$ cat config.mk
export PLATFORM = sky130hd
export DESIGN_NAME = lpsp_ram
export DESIGN_NICKNAME = d
export VERILOG_FILES = /design/src/lpsp_ram.sv
export SDC_FILE = /design/constraint.sdc
export NUM_CORES = 1
export LEC_CHECK = 0
export BUFFER_PORTS_ARGS = -buffer_cell sky130_fd_sc_hd__buf_2
export CAP_MARGIN = 10
export CORE_MARGIN = 2
export CORE_UTILIZATION = 36
export DETAILED_ROUTE_END_ITERATION = 10
export PLACE_DENSITY_LB_ADDON = 0.15
export SLEW_MARGIN = 20
export SYNTH_ARGS = -nofsm -noshare
export SYNTH_HDL_FRONTEND = slang
export SYNTH_SLANG_ARGS = --single-unit
$ cat constraint.sdc
create_clock -name i_clk -period 6.53 [get_ports i_clk]
set_input_delay 0.3265 -clock i_clk [delete_from_list [all_inputs] [get_ports i_clk]]
set_output_delay 0.3265 -clock i_clk [all_outputs]
set_load 0.005 [all_outputs]
$ cat src/lpsp_ram.sv
// Generic single-port synchronous RAM with registered read data.
`default_nettype none
module lpsp_ram #(
    parameter int WIDTH = 32,
    parameter int DEPTH = 16
) (
    input  wire logic                     i_clk,
    input  wire logic                     i_en,
    input  wire logic                     i_we,
    input  wire logic [$clog2(DEPTH)-1:0] i_addr,
    input  wire logic [WIDTH-1:0]         i_wdata,
    output logic      [WIDTH-1:0]         o_rdata
);

    logic [WIDTH-1:0] r_mem [DEPTH];
    logic [WIDTH-1:0] r_rdata;

    always_ff @(posedge i_clk) begin
        if (i_en) begin
            if (i_we) begin
                r_mem[i_addr] <= i_wdata;
            end else begin
                r_rdata <= r_mem[i_addr];
            end
        end
    end

    assign o_rdata = r_rdata;

endmodule
`default_nettype wire
### Word-level counts from Yosys, hierarchy flattened

Memory sizes are Yosys's and may differ from the RTL's. A register that Yosys moved wholly into a read port is not among the register bits.
Cells that the tools add are included.

| storage, ports and cells | value |
|---|---|
| bits in registers | 0 |
| logic and storage cells | 6 |
| bits in writable memories | 512 |
| bits of input ports | 39 |
| output and inout port bits | 32 |
| memories kept | 1 |

| operators by class | value |
|---|---|
| mux-type cells | 3 |
| bitwise gates (word level) | 1 |
| reduce and logical (&&, ||, !) cells | 1 |

Memories:

| name | depth | bits a word | rd ports | clocked after memory_dff | write ports | line | RTL |
|---|---|---|---|---|---|---|---|
| r_mem | 16 | 32 | 1 | 1 | 1 | 15 | `logic [WIDTH-1:0] r_mem [DEPTH];` |

Operators with widths:

| cell | number |
|---|---|
| $mux W1 | 3 |
| $reduce_and A2 Y1 | 1 |
| $not A1 Y1 | 1 |

### Depth between registers and ports, before layout

| logic depth | value |
|---|---|
| depth after elaboration | 3 |
| depth in mapped cells | 6 |
| depth with buffers taken out | 3 |

### Worst setup path after synthesis

Ideal clock, no wire load.

| timing | value |
|---|---|
| path kind | in2reg |
| start point | input i_addr[0] |
| end point | memory r_mem[0][0], enable pin |
| slack | 2.664 ns |
| path buffers | 3 |
| arrival time | 3.404 ns |
| data required time | 6.069 ns |
| stages on the path | 5 |
| setup time | 0.461 ns |
| cell sequence | clkbuf_1 -> buf_6 -> buf_4 -> or3_1 -> nor3_1 |

RTL lines:

| item | line | RTL |
|---|---|---|
| start: declaration | 10 | `input wire logic [$clog2(DEPTH)-1:0] i_addr,` |
| end: declaration | 15 |  |

No word-level cell before the write port.

==> impl_metrics.py <==
metrics = {
    "status": {
        "status": "completed",
    },
    "logic_synthesis": {
        "synthFlopType": "edfxtp_1",
        "yosysMostFrequentCell": "edfxtp_1",
        "avgSynthCellArea_um2": 24.0,
        "yosysUniqueCellTypes": 17,
        "postSynthNetCount": 883,
        "async_flop_share_pct": 0,
        "yosys-top-cells-area": "edfxtp_1, mux4_2, a22oi_1",
        "synth_common_cells": "edfxtp_1, mux4_2, a22oi_1",
        "yosys_warnings": 0,
        "yosysSeqAreaShare_pct": 80.8,
        "synth_edf_count": 544,
        "synth_top_area_cell": "edfxtp_1",
        "synth_top_area_share_pct": 80.8,
        "synth_area_um2": 20200,
        "ys_ff_latch": 544,
        "netlist_instances": 844,
    },
    "cts": {
        "clk_pin_slew_worst_paths_ns": 0.06,
        "hold_buffers": 0,
        "root_buffer": "clkbuf_16",
        "post_cts_resized": 0,
        "cts_setup_buffers": 0,
        "ctsHtreeMaxLevel": 2,
        "clkLatencyLatePin_ns": 0.63,
        "cts_buffers": 58,
        "cts_buffer_depth": 3,
        "cts_tree": "built",
        "clock-sinks": 544,
    },
    "global_routing": {
        "overflow": 0,
        "grt_max_degree": 78,
        "grt_pass1_wl_mm": 68.0,
        "antenna_found_initial": 1,
        "grt_pass1_vias": 9631,
        "grt_usage_pct": 16.5,
    },
    "place": {
        "placed_cell_area_um2": 21600,
        "gp_congestion": 0.671,
        "pre_cts_ws_ns": 3.25,
        "port-buffer-count": 70,
        "dp_hpwl_mm": 24.1,
    },
    "worst_hold_path": {
        "min_path_cells": 1,
        "min-delay-start": "i_wdata[1]",
        "hold_end": "r_mem[0][1]$_DFFE_PP_",
        "hold_class": "in -> reg",
    },
    "drt": {
        "drc": 0,
        "ant_nets": 0,
        "totalWireLength_mm": 46.4,
        "vias": 9096,
        "first_pass_iters": 5,
        "wl_per_cell_um": 26.5,
        "viasPerCell": 5.20,
        "drt_iter0_markers": 882,
    },
    "setup_path": {
        "cp_cell_sequence": "buf_8 -> buf_4 -> mux4_2 -> a22oi_1 -> nand2_1",
        "critPathSlowestCell": "buf_4",
        "critPathBufInv": 2,
        "cp.required_ns": 6.89,
        "worstPathArrival_ns": 2.85,
        "crit_path_start_kind": "input pin",
        "critPathCaptureType": "register",
        "critical_path_class": "in -> reg",
        "cpLargestDelayFamily": "buffers and inverters",
        "rr_startpoint": "r_mem[15][11]$_DFFE_PP_",
        "r2r-end": "o_rdata[11]$_DFFE_PP_",
        "r2r_slack_ns": 4.96,
        "r2r_cells": 3,
        "slowest_delay_ns": 0.78,
        "critPathMaxFanout": 65,
    },
    "die": {
        "placementRows": 86,
        "core_area_um2": 55300,
        "die_area_um2": 58100,
        "ios": 71,
        "die_h_um": 241,
        "die_w_um": 241,
        "start_util_pct": 36.6,
    },
    "power_and_ir_drop": {
        "leakage_nw": 7.42,
        "p_per_area_nw_per_um2": 318,
        "total_power_mw": 7.48,
        "ir_worst_vdd_v": 0.000216,
    },
    "timing": {
        "fin_hold_ws_ns": 0.0789,
        "worstMarginPinSlew_ns": 1.03,
        "finalClockSkew_ns": 0.0364,
        "timing.final.ws_setup_ns": 4.04,
        "setup_viol": 0,
        "max_freq_ghz": 0.401,
        "tns_ns": 0,
        "finalHoldViolCount": 0,
        "finalCritPeriodShare_pct": 38.2,
        "finalMaxSlewViolations": 0,
        "period_minus_slack_ns": 2.49,
        "rsz0062_at_grt": "no",
        "relSlewSlack_pct": 31.1,
    },
    "final_layout": {
        "syn2layout_area_growth_pct": 16.3,
        "diodes": 0,
        "final_cell_area_um2": 23500,
        "nNetsFinal": 992,
        "fillerInstances": 4839,
        "layout-drive-gt1-share_pct": 33.0,
    },
    "run": {
        "drv_cap": 0,
    },
}
[through the flow]
stage,util (%),cells
after floorplan,-,844
after global placement,39.0,1640
after detailed placement,39.1,1641
after CTS,42.5,1749
after global routing,42.5,1749
final,42.5,1749
[metal layers]
layer	vias to the layer above	track usage, %	share of wire [%]
met5	-	0	0
met4	0	4.04	1.8
met3	73	2.52	4.9
met2	250	26.5	49
met1	4922	23.6	45
li1	3851	-	-
[worst reg2reg max path: cells and delay by family, from the launching register on]
kind,cells,cell delay [ns]
simple gates,1,0.15
flops,1,0.36
mux,1,0.49
compound gates,1,0.27
[placed cells by master, fill, tap and decap left out, types with 2 or more instances in the layout]
cell,instances
mux4_2,128
clkinv_1,12
buf_2,68
bufinv_16,6
nor2b_4,3
buf_4,25
nor2_4,13
a22oi_1,64
nand4b_1,2
nand2b_1,2
clkbuf_1,11
clkbuf_16,59
nand2_1,34
clkinv_2,15
edfxtp_1,544
nor3_2,4
[worst max path at each step]
stage	start	endpoint	slack [ns]	depth (start not counted)
finish	i_addr[0]	o_rdata[28]$_DFFE_PP_	4.04	5
floorplan	i_addr[0]	r_mem[0][0]$_DFFE_PP_	2.66	5
detailed placement	i_addr[0]	o_rdata[28]$_DFFE_PP_	3.25	5
global placement	i_addr[0]	o_rdata[28]$_DFFE_PP_	3.26	5
CTS	i_addr[0]	o_rdata[28]$_DFFE_PP_	3.94	5
global route	i_addr[0]	o_rdata[28]$_DFFE_PP_	3.73	5
[state kept, by name, summed over array words and instances (netlist names)]
| register | count |
|---|---|
| r_mem | 512 |
| o_rdata | 32 |
[cell families after synthesis]
group	Yosys count	share of synthesized area (%)
simple gates	61	1.31
compound gates	64	2.38
mux	128	14.3
flops	544	80.8
buf+inv	47	1.26
[final cells by class]
type / instances / area [µm²] / share of cell area, %
Timing Repair Buffer: 96 / 574 / 2.44
Sequential cell: 544 / 16300 / 69.5
Tap cell: 748 / 936 / 3.98
Clock inverter: 38 / 375 / 1.60
Multi-Input combinational cell: 253 / 3770 / 16.0
Clock buffer: 70 / 1520 / 6.46
[where the power goes]
group,internal [mW],switching (mW),total [mW]
logic,0.117,0.184,0.301
registers,3.90,0.0118,3.91
clock network,1.90,1.37,3.27
Power figures use the tool's default switching activity.
